===== src/rtl/cms_pkg.sv =====
// ----------------------------------------------------------------------------
// cms_pkg
// Shared types, widths, register codes and constant tables for the
// channel mean subtract pipeline.
// ----------------------------------------------------------------------------
package cms_pkg;

    // lane and channel limits
    localparam int LANES        = 8;
    localparam int MAX_CHANNELS = 8;

    // datapath widths
    localparam int SAMPLE_W  = 24;   // one sample
    localparam int SUM_W     = 27;   // signed sum of up to eight samples
    localparam int MAG_W     = 27;   // magnitude of the sum
    localparam int RECIP_W   = 32;   // reciprocal scale, 2^32 / n rounded up
    localparam int PROD_W    = MAG_W + RECIP_W;
    localparam int DIFF_W    = 28;   // lane result before clamping
    localparam int CNT_W     = 4;    // channel count register
    localparam int CFG_IDX_W = 1;
    localparam int CFG_DATA_W = 4;

    // input transfer to result strobe, in clock cycles
    localparam int LATENCY = 8;

    typedef logic signed [SAMPLE_W-1:0] t_sample;
    typedef logic signed [SUM_W-1:0]    t_sum;
    typedef logic signed [DIFF_W-1:0]   t_diff;
    typedef logic [CNT_W-1:0]           t_count;

    // configuration register indexes
    typedef enum logic [CFG_IDX_W-1:0] {
        REG_CHANNEL_COUNT = 1'b0,
        REG_SAMPLE_FORMAT = 1'b1
    } t_cfg_reg;

    // clamp limits for the two sample formats
    localparam t_diff MAX16 = t_diff'(32'sh0000_7fff);
    localparam t_diff MIN16 = -t_diff'(32'sh0000_8000);
    localparam t_diff MAX24 = t_diff'(32'sh007f_ffff);
    localparam t_diff MIN24 = -t_diff'(32'sh0080_0000);

    localparam t_count MIN_COUNT   = t_count'(2);
    localparam t_count COUNT_RESET = t_count'(2);

    // limit a written channel count to the supported range
    function automatic t_count eff_count(input logic [CFG_DATA_W-1:0] raw);
        t_count n;
        n = t_count'(raw);
        if (n < MIN_COUNT) begin
            n = MIN_COUNT;
        end else if (n > t_count'(MAX_CHANNELS)) begin
            n = t_count'(MAX_CHANNELS);
        end
        return n;
    endfunction

    // ceil(2^32 / n): exact floor quotient for magnitudes below 2^27
    function automatic logic [RECIP_W-1:0] recip(input t_count n);
        logic [RECIP_W-1:0] r;
        case (n)
            4'd2:    r = 32'h8000_0000;
            4'd3:    r = 32'h5555_5556;
            4'd4:    r = 32'h4000_0000;
            4'd5:    r = 32'h3333_3334;
            4'd6:    r = 32'h2AAA_AAAB;
            4'd7:    r = 32'h2492_4925;
            4'd8:    r = 32'h2000_0000;
            default: r = 32'h8000_0000;
        endcase
        return r;
    endfunction

endpackage


===== src/rtl/channel_mean_subtract.sv =====
// ----------------------------------------------------------------------------
// channel_mean_subtract
// Removes the frame mean from each active channel of a multichannel audio
// frame, truncating toward zero, and clamps to the 16-bit or 24-bit range.
// ----------------------------------------------------------------------------
//
//  Channel   | Handshake             | Payload
//  ----------+-----------------------+-----------------------------------
//  input     | start, busy           | i_in_ch0 .. i_in_ch7 (24b signed)
//  result    | o_strobe              | o_out_ch0 .. o_out_ch7 (24b signed)
//  config    | i_cfg_we              | i_cfg_idx, i_cfg_data
//
//  One frame enters per clock while busy is low; each frame passes through
//  the eight register stages of the pipeline (capture, sum, magnitude,
//  reciprocal multiply, remainder check, floor, lane difference, clamp) to
//  its result strobe. busy is high only while i_rst_n is low. Reset is
//  synchronous and clears the valid chain and the configuration. The
//  pipeline never stalls.
//
module channel_mean_subtract (
    input  logic                                 i_clk,
    input  logic                                 i_rst_n,
    input  logic                                 start,
    output logic                                 busy,
    input  cms_pkg::t_sample                     i_in_ch0,
    input  cms_pkg::t_sample                     i_in_ch1,
    input  cms_pkg::t_sample                     i_in_ch2,
    input  cms_pkg::t_sample                     i_in_ch3,
    input  cms_pkg::t_sample                     i_in_ch4,
    input  cms_pkg::t_sample                     i_in_ch5,
    input  cms_pkg::t_sample                     i_in_ch6,
    input  cms_pkg::t_sample                     i_in_ch7,
    output logic                                 o_strobe,
    output cms_pkg::t_sample                     o_out_ch0,
    output cms_pkg::t_sample                     o_out_ch1,
    output cms_pkg::t_sample                     o_out_ch2,
    output cms_pkg::t_sample                     o_out_ch3,
    output cms_pkg::t_sample                     o_out_ch4,
    output cms_pkg::t_sample                     o_out_ch5,
    output cms_pkg::t_sample                     o_out_ch6,
    output cms_pkg::t_sample                     o_out_ch7,
    input  logic                                 i_cfg_we,
    input  logic [cms_pkg::CFG_IDX_W-1:0]        i_cfg_idx,
    input  logic [cms_pkg::CFG_DATA_W-1:0]       i_cfg_data
);

    // configuration
    cms_pkg::t_count r_chan_n;
    logic            r_fmt;

    // input frame
    cms_pkg::t_sample in_x [cms_pkg::LANES];

    // valid chain and sample copies
    logic             r_v1, r_v2, r_v3, r_v4, r_v5, r_v6, r_v7, r_v8;
    cms_pkg::t_sample r_x1 [cms_pkg::LANES];
    cms_pkg::t_sample r_x2 [cms_pkg::LANES];
    cms_pkg::t_sample r_x3 [cms_pkg::LANES];
    cms_pkg::t_sample r_x4 [cms_pkg::LANES];
    cms_pkg::t_sample r_x5 [cms_pkg::LANES];
    cms_pkg::t_sample r_x6 [cms_pkg::LANES];

    // sum, magnitude and quotient path
    cms_pkg::t_sum                  n_sum;
    cms_pkg::t_sum                  r_sum2;
    logic [cms_pkg::MAG_W-1:0]      r_mag3, r_mag4;
    logic                           r_neg3, r_neg4, r_neg5;
    logic [cms_pkg::PROD_W-1:0]     r_prod4;
    logic [cms_pkg::MAG_W-1:0]      q5;
    logic [cms_pkg::MAG_W+cms_pkg::CNT_W-1:0] qn5;
    logic [cms_pkg::MAG_W-1:0]      r_q5;
    logic                           r_rz5, r_rz6;
    cms_pkg::t_sum                  qs6;
    cms_pkg::t_sum                  r_qs6;

    // lane results
    cms_pkg::t_diff   n_a     [cms_pkg::LANES];
    cms_pkg::t_diff   n_am1   [cms_pkg::LANES];
    cms_pkg::t_diff   r_d7    [cms_pkg::LANES];
    cms_pkg::t_diff   hi_lim, lo_lim;
    cms_pkg::t_sample r_out8  [cms_pkg::LANES];

    assign busy = ~i_rst_n;

    assign in_x[0] = i_in_ch0;
    assign in_x[1] = i_in_ch1;
    assign in_x[2] = i_in_ch2;
    assign in_x[3] = i_in_ch3;
    assign in_x[4] = i_in_ch4;
    assign in_x[5] = i_in_ch5;
    assign in_x[6] = i_in_ch6;
    assign in_x[7] = i_in_ch7;

    // hold configuration, store the channel count already limited
    always_ff @(posedge i_clk) begin
        if (!i_rst_n) begin
            r_chan_n <= cms_pkg::COUNT_RESET;
            r_fmt    <= 1'b0;
        end else if (i_cfg_we) begin
            case (cms_pkg::t_cfg_reg'(i_cfg_idx))
                cms_pkg::REG_CHANNEL_COUNT: r_chan_n <= cms_pkg::eff_count(i_cfg_data);
                cms_pkg::REG_SAMPLE_FORMAT: r_fmt    <= i_cfg_data[0];
                default: ;
            endcase
        end
    end

    // advance the valid chain
    always_ff @(posedge i_clk) begin
        if (!i_rst_n) begin
            r_v1 <= 1'b0;
            r_v2 <= 1'b0;
            r_v3 <= 1'b0;
            r_v4 <= 1'b0;
            r_v5 <= 1'b0;
            r_v6 <= 1'b0;
            r_v7 <= 1'b0;
            r_v8 <= 1'b0;
        end else begin
            r_v1 <= start & ~busy;
            r_v2 <= r_v1;
            r_v3 <= r_v2;
            r_v4 <= r_v3;
            r_v5 <= r_v4;
            r_v6 <= r_v5;
            r_v7 <= r_v6;
            r_v8 <= r_v7;
        end
    end

    // sum the active lanes
    always_comb begin
        n_sum = '0;
        for (int i = 0; i < cms_pkg::LANES; i++) begin
            if (cms_pkg::CNT_W'(i) < r_chan_n) begin
                n_sum = n_sum + cms_pkg::t_sum'(r_x1[i]);
            end
        end
    end

    // floor quotient of the magnitude and its remainder check
    assign q5  = r_prod4[cms_pkg::PROD_W-1:cms_pkg::RECIP_W];
    assign qn5 = q5 * r_chan_n;

    // floor quotient of the magnitude as a signed value
    assign qs6 = $signed(r_q5);

    // per lane: a = x - floor(sum/n); step down by one when the
    // remainder is nonzero and a is positive
    always_comb begin
        for (int i = 0; i < cms_pkg::LANES; i++) begin
            n_a[i]   = cms_pkg::t_diff'(r_x6[i]) - cms_pkg::t_diff'(r_qs6);
            n_am1[i] = cms_pkg::t_diff'(r_x6[i]) + cms_pkg::t_diff'(~r_qs6);
        end
    end

    assign hi_lim = r_fmt ? cms_pkg::MAX24 : cms_pkg::MAX16;
    assign lo_lim = r_fmt ? cms_pkg::MIN24 : cms_pkg::MIN16;

    // pipeline payload registers
    always_ff @(posedge i_clk) begin
        // stage 1: capture the frame
        r_x1 <= in_x;
        // stage 2: sum
        r_x2   <= r_x1;
        r_sum2 <= n_sum;
        // stage 3: magnitude and sign
        r_x3   <= r_x2;
        r_neg3 <= r_sum2[cms_pkg::SUM_W-1];
        r_mag3 <= cms_pkg::MAG_W'(r_sum2[cms_pkg::SUM_W-1] ? -r_sum2 : r_sum2);
        // stage 4: multiply by the reciprocal
        r_x4    <= r_x3;
        r_neg4  <= r_neg3;
        r_mag4  <= r_mag3;
        r_prod4 <= cms_pkg::PROD_W'(r_mag3) * cms_pkg::PROD_W'(cms_pkg::recip(r_chan_n));
        // stage 5: quotient and zero-remainder flag
        r_x5   <= r_x4;
        r_neg5 <= r_neg4;
        r_q5   <= q5;
        r_rz5  <= (qn5[cms_pkg::MAG_W-1:0] == r_mag4);
        // stage 6: signed floor quotient
        r_x6  <= r_x5;
        r_rz6 <= r_rz5;
        r_qs6 <= r_neg5 ? (r_rz5 ? -qs6 : ~qs6) : qs6;
        // stage 7: lane difference truncated toward zero
        for (int i = 0; i < cms_pkg::LANES; i++) begin
            if (!r_rz6 && !n_a[i][cms_pkg::DIFF_W-1] && (n_a[i] != '0)) begin
                r_d7[i] <= n_am1[i];
            end else begin
                r_d7[i] <= n_a[i];
            end
        end
        // stage 8: clamp and drop inactive lanes
        for (int i = 0; i < cms_pkg::LANES; i++) begin
            if (cms_pkg::CNT_W'(i) >= r_chan_n) begin
                r_out8[i] <= '0;
            end else if (r_d7[i] >= hi_lim) begin
                r_out8[i] <= hi_lim[cms_pkg::SAMPLE_W-1:0];
            end else if (r_d7[i] <= lo_lim) begin
                r_out8[i] <= lo_lim[cms_pkg::SAMPLE_W-1:0];
            end else begin
                r_out8[i] <= r_d7[i][cms_pkg::SAMPLE_W-1:0];
            end
        end
    end

    assign o_strobe  = r_v8;
    assign o_out_ch0 = r_out8[0];
    assign o_out_ch1 = r_out8[1];
    assign o_out_ch2 = r_out8[2];
    assign o_out_ch3 = r_out8[3];
    assign o_out_ch4 = r_out8[4];
    assign o_out_ch5 = r_out8[5];
    assign o_out_ch6 = r_out8[6];
    assign o_out_ch7 = r_out8[7];

    // every transfer gives a result a fixed latency later
    a_latency: assert property (@(posedge i_clk) disable iff (!i_rst_n)
        (start && !busy) |-> ##(cms_pkg::LATENCY) o_strobe)
        else $error("result strobe missing after input transfer");

    // lane 7 is inactive unless all eight channels are in use
    a_lane7_off: assert property (@(posedge i_clk) disable iff (!i_rst_n)
        (o_strobe && (r_chan_n < cms_pkg::t_count'(cms_pkg::MAX_CHANNELS)))
        |-> (o_out_ch7 == '0))
        else $error("inactive lane 7 carries data");

    // 16-bit format keeps lane 0 results inside the 16-bit range
    a_fmt16: assert property (@(posedge i_clk) disable iff (!i_rst_n)
        (o_strobe && !r_fmt) |->
        ((o_out_ch0[23:15] == '0) || (o_out_ch0[23:15] == '1)))
        else $error("16-bit result out of range");

    // the floor quotient times the channel count never exceeds the magnitude it came from
    a_quot: assert property (@(posedge i_clk) disable iff (!i_rst_n)
        r_v4 |-> (qn5[cms_pkg::MAG_W+cms_pkg::CNT_W-1:0]
                  <= (cms_pkg::MAG_W+cms_pkg::CNT_W)'(r_mag4)))
        else $error("quotient times count exceeds sum magnitude");

endmodule


===== config.mk =====
export PLATFORM = sky130hd
export DESIGN_NAME = channel_mean_subtract
export DESIGN_NICKNAME = d
export VERILOG_FILES = /design/src/rtl/cms_pkg.sv /design/src/rtl/channel_mean_subtract.sv
export SDC_FILE = /design/constraint.sdc
export NUM_CORES = 2
export LEC_CHECK = 0
export ABC_AREA = 1
export BUFFER_PORTS_ARGS = -buffer_cell sky130_fd_sc_hd__buf_2
export CORE_MARGIN = 2
export CORE_UTILIZATION = 57
export CTS_BUF_LIST = sky130_fd_sc_hd__clkbuf_4
export CTS_CLUSTER_DIAMETER = 200
export DETAILED_ROUTE_END_ITERATION = 12
export GPL_ROUTABILITY_DRIVEN = 0
export PLACE_DENSITY = 0.77
export SETUP_SLACK_MARGIN = 0.3
export SLEW_MARGIN = 20
export SYNTH_ARGS = -nofsm -noshare
export SYNTH_HDL_FRONTEND = slang
export SYNTH_SLANG_ARGS = --single-unit
export TNS_END_PERCENT = 30

===== constraint.sdc =====
create_clock -name i_clk -period 9.7 [get_ports i_clk]
set_input_delay 1.455 -clock i_clk [delete_from_list [all_inputs] [get_ports i_clk]]
set_output_delay 1.455 -clock i_clk [all_outputs]
set_load 0.01 [all_outputs]

==> flow_metrics.py <==
metrics = {
    "floorplan": {
        "std_cell_rows": 153,
        "dieWidth_um": 422,
        "io-pin-count": 395,
        "dieArea_um2": 178000,
        "die_y_um": 422,
        "start_util_pct": 57.4,
        "core_area_um2": 174000,
    },
    "drt": {
        "drc": 0,
        "routed_via_density": 5.62,
        "ant_nets": 0,
        "drtIter0Drc": 10400,
        "routedWlPerCell_um": 20.6,
        "drt-pass1-iter-count": 11,
        "vias": 88800,
        "drt_wl_total_mm": 325,
    },
    "timing": {
        "tns_ps": -9360,
        "fin_crit_ps": 10920,
        "clock.fmax_ghz": 0.0916,
        "period_share_pct": 113,
        "hold_viol_final": 0,
        "slew_violations": 0,
        "tightestPinTransition_ps": 1200,
        "grt_setup_unrepaired": "yes",
        "setup_ws_ps": -1220,
        "relSlewSlack_pct": 19.8,
        "finalClockSkew_ps": 111,
        "final-setup-viol-count": 14,
        "fin_hold_ws_ps": 172,
    },
    "final_layout": {
        "fin_cells": 15800,
        "design_area_um2": 117000,
        "syn2layout_area_growth_pct": 17.5,
        "layout_commonest_cell": "nand2_1",
        "layout_common_cells": "nand2_1, inv_1, dfxtp_1, nor2_1, buf_4",
        "nets": 14800,
        "final_util_pct": 67.4,
        "drive_gt1_share_pct": 16.7,
    },
    "critical_path": {
        "critPathLaunchType": "flop",
        "crit_slowest_cell": "fa_1",
        "criticalPathCategory": "reg -> reg",
        "crit_fanout": 5,
        "worst_path_most_repeated_cell": "nand2_1",
        "cp-end-kind": "flop",
        "slowest_delay_ps": 390,
        "reg2reg_slack_ps": -1220,
        "arrival_ps": 12130,
        "critPathRequiredTime_ps": 10910,
    },
    "synthesis": {
        "synth.distinct_cells": 73,
        "synth-seq-cells": 1748,
        "syn_inst": 11700,
        "ys.flop_type": "dfxtp_1",
        "synth_edf_count": 192,
        "ys_seq_area_share_pct": 37.0,
        "syn_area_um2": 99800,
        "avgSynthCellArea_um2": 8.55,
        "yosysWarnings": 0,
        "synthArstFlopShare_pct": 0,
    },
    "place": {
        "dp.cells": 15100,
        "port_buffers": 394,
        "pre_cts_slack_ps": -986,
        "dp_hpwl_mm": 257,
        "place_area_um2": 110000,
    },
    "global_route": {
        "grt-ovfl-total": 0,
        "grt_max_degree": 66,
        "grt_usage_pct": 35.6,
        "grt_pass1_vias": 88900,
        "antenna_found_initial": 34,
        "grt_pass1_wl_mm": 489,
    },
    "clock_network": {
        "clkTransAtPathRegs_ps": 80,
        "numCtsBuffers": 401,
        "cts_buffer_depth": 4,
        "cts_root_buf": "clkbuf_4",
        "clock_insertion_delay_worst_skew_ps": 1390,
        "cts_sinks": 1748,
        "cts_tree": "yes",
        "h-tree-depth": 5,
        "cts_hold_buf": 0,
    },
    "pwr": {
        "p_leak_nw": 57.4,
        "powerDensity_nw_per_um2": 310,
        "ir_drop_mv": 0.242,
        "finalPower_mw": 36.3,
    },
    "outcome": {
        "violations": "setup timing",
        "status": "finished, violations left",
    },
    "job": {
        "maxCapViolations": 0,
    },
    "hold_path": {
        "holdCritPathClass": "in -> reg",
    },
}
==> cell type report <==
cell class	count	area [um^2]
diodes	29	72.6
clock buffers	550	4130
clock inverters	95	613
fillers	13300	56600
inverters	1914	7200
multi-input cells	8004	57700
flip-flops and latches	1748	36900
well taps	2325	2910
repair buffers	1146	7640
==> Yosys cell counts (8+ instances only) <==
master,count,area [um^2]
a21oi_1,764,3820
o21a_1,36,270
inv_1,1883,7070
or2_2,54,338
dfxtp_1,1556,31100
edfxtp_1,192,5770
and2_1,42,263
a21o_1,43,323
nor4_1,107,669
nand3b_1,14,105
o221ai_1,8,70.1
nor3b_1,8,60.1
fa_1,651,13000
nand3_1,408,2040
buf_1,17,63.8
o211ai_1,18,135
nand2_1,1952,7330
o41ai_1,8,70.1
clkbuf_2,20,100
clkbuf_1,93,349
nor3_1,146,731
a21boi_0,14,105
nand2_2,22,138
buf_2,48,240
a211oi_1,19,143
and3_1,11,68.8
clkinv_1,15,56.3
o31ai_1,19,143
buf_6,9,101
inv_2,15,56.3
o21bai_1,57,428
a31oi_1,65,407
o21ai_0,734,3670
nand4_1,116,726
xnor2_1,187,1640
ha_1,761,9520
xor2_1,427,3740
o21ai_2,22,193
nor2_1,944,3540
o21ai_1,93,465
==> path summary, 6_finish.rpt <==
| kind | startpoint | end | cells after the start |
|---|---|---|---|
| setup / recovery | r_chan_n[3]$_SDFFE_PN0P_ | r_sum2[26]$_DFF_P_ | 75 |
| setup reg to reg | r_chan_n[3]$_SDFFE_PN0P_ | r_sum2[26]$_DFF_P_ | 75 |
| hold reg to reg | r_x5[44]$_DFF_P_ | r_x6[44]$_DFF_P_ | 0 |
| hold / removal | i_in_ch7[6] | r_x1[6]$_DFF_P_ | 1 |
==> routing by layer <==
layer,vias up,track usage (%),wire [um]
li1,40600,-,-
met1,40700,41.2,115000
met2,5733,54.6,141000
met3,1826,10.9,37600
met4,20,28.7,31400
met5,-,0,128
==> flip-flops by register name (all words and copies together) (netlist names), 4 cells and up <==
signal    flops
r_chan_n      4
r_out8      192
r_d7        224
r_x3        192
r_x4        192
r_qs6        27
r_x6        192
r_x2        192
r_prod4      27
r_mag3       27
r_x5        192
r_mag4       27
r_x1        192
qs6          27
r_sum2       27
==> cell families after synthesis <==
kind of cell | after synthesis | share of synthesized area, %
flip-flops | 1748 | 37.0
other | 1 | 0.00376
AND/OR/NAND/NOR | 3844 | 16.2
AO/OA/AOI/OAI | 1942 | 10.7
buffers and inverters | 2108 | 8.11
XOR/XNOR | 614 | 5.39
adder cells (fa/ha/maj) | 1412 | 22.6
==> where the power goes <==
part / switching [mW] / leakage (nW) / total (mW) / internal [mW]
Clock: 2.74 / 2.84 / 5.56 / 2.81
Sequential: 1.08 / 15.1 / 9.86 / 8.78
Combinational: 13.4 / 39.5 / 20.9 / 7.53
Total: 17.2 / 57.4 / 36.3 / 19.1
==> worst max-delay path: cells and delay by family, from the launching register on <==
kind,cells,cell delay (ps)
AOI/OAI and AO/OA,13,1890
xor gates and xnor gates,1,200
adders and majority gates,7,2110
buffers and inverters,14,1570
DFF,1,360
and+or+nand+nor,40,4670
==> what timing repair did <==
item,in CTS,in global routing
pin swaps,131,21
endpoints found under the setup margin,17,22
hold endpoints to repair,0,0
cloned,0,0
buffers inserted,63,6
gates resized for setup,276,82
(Power assumes the default switching activity.)
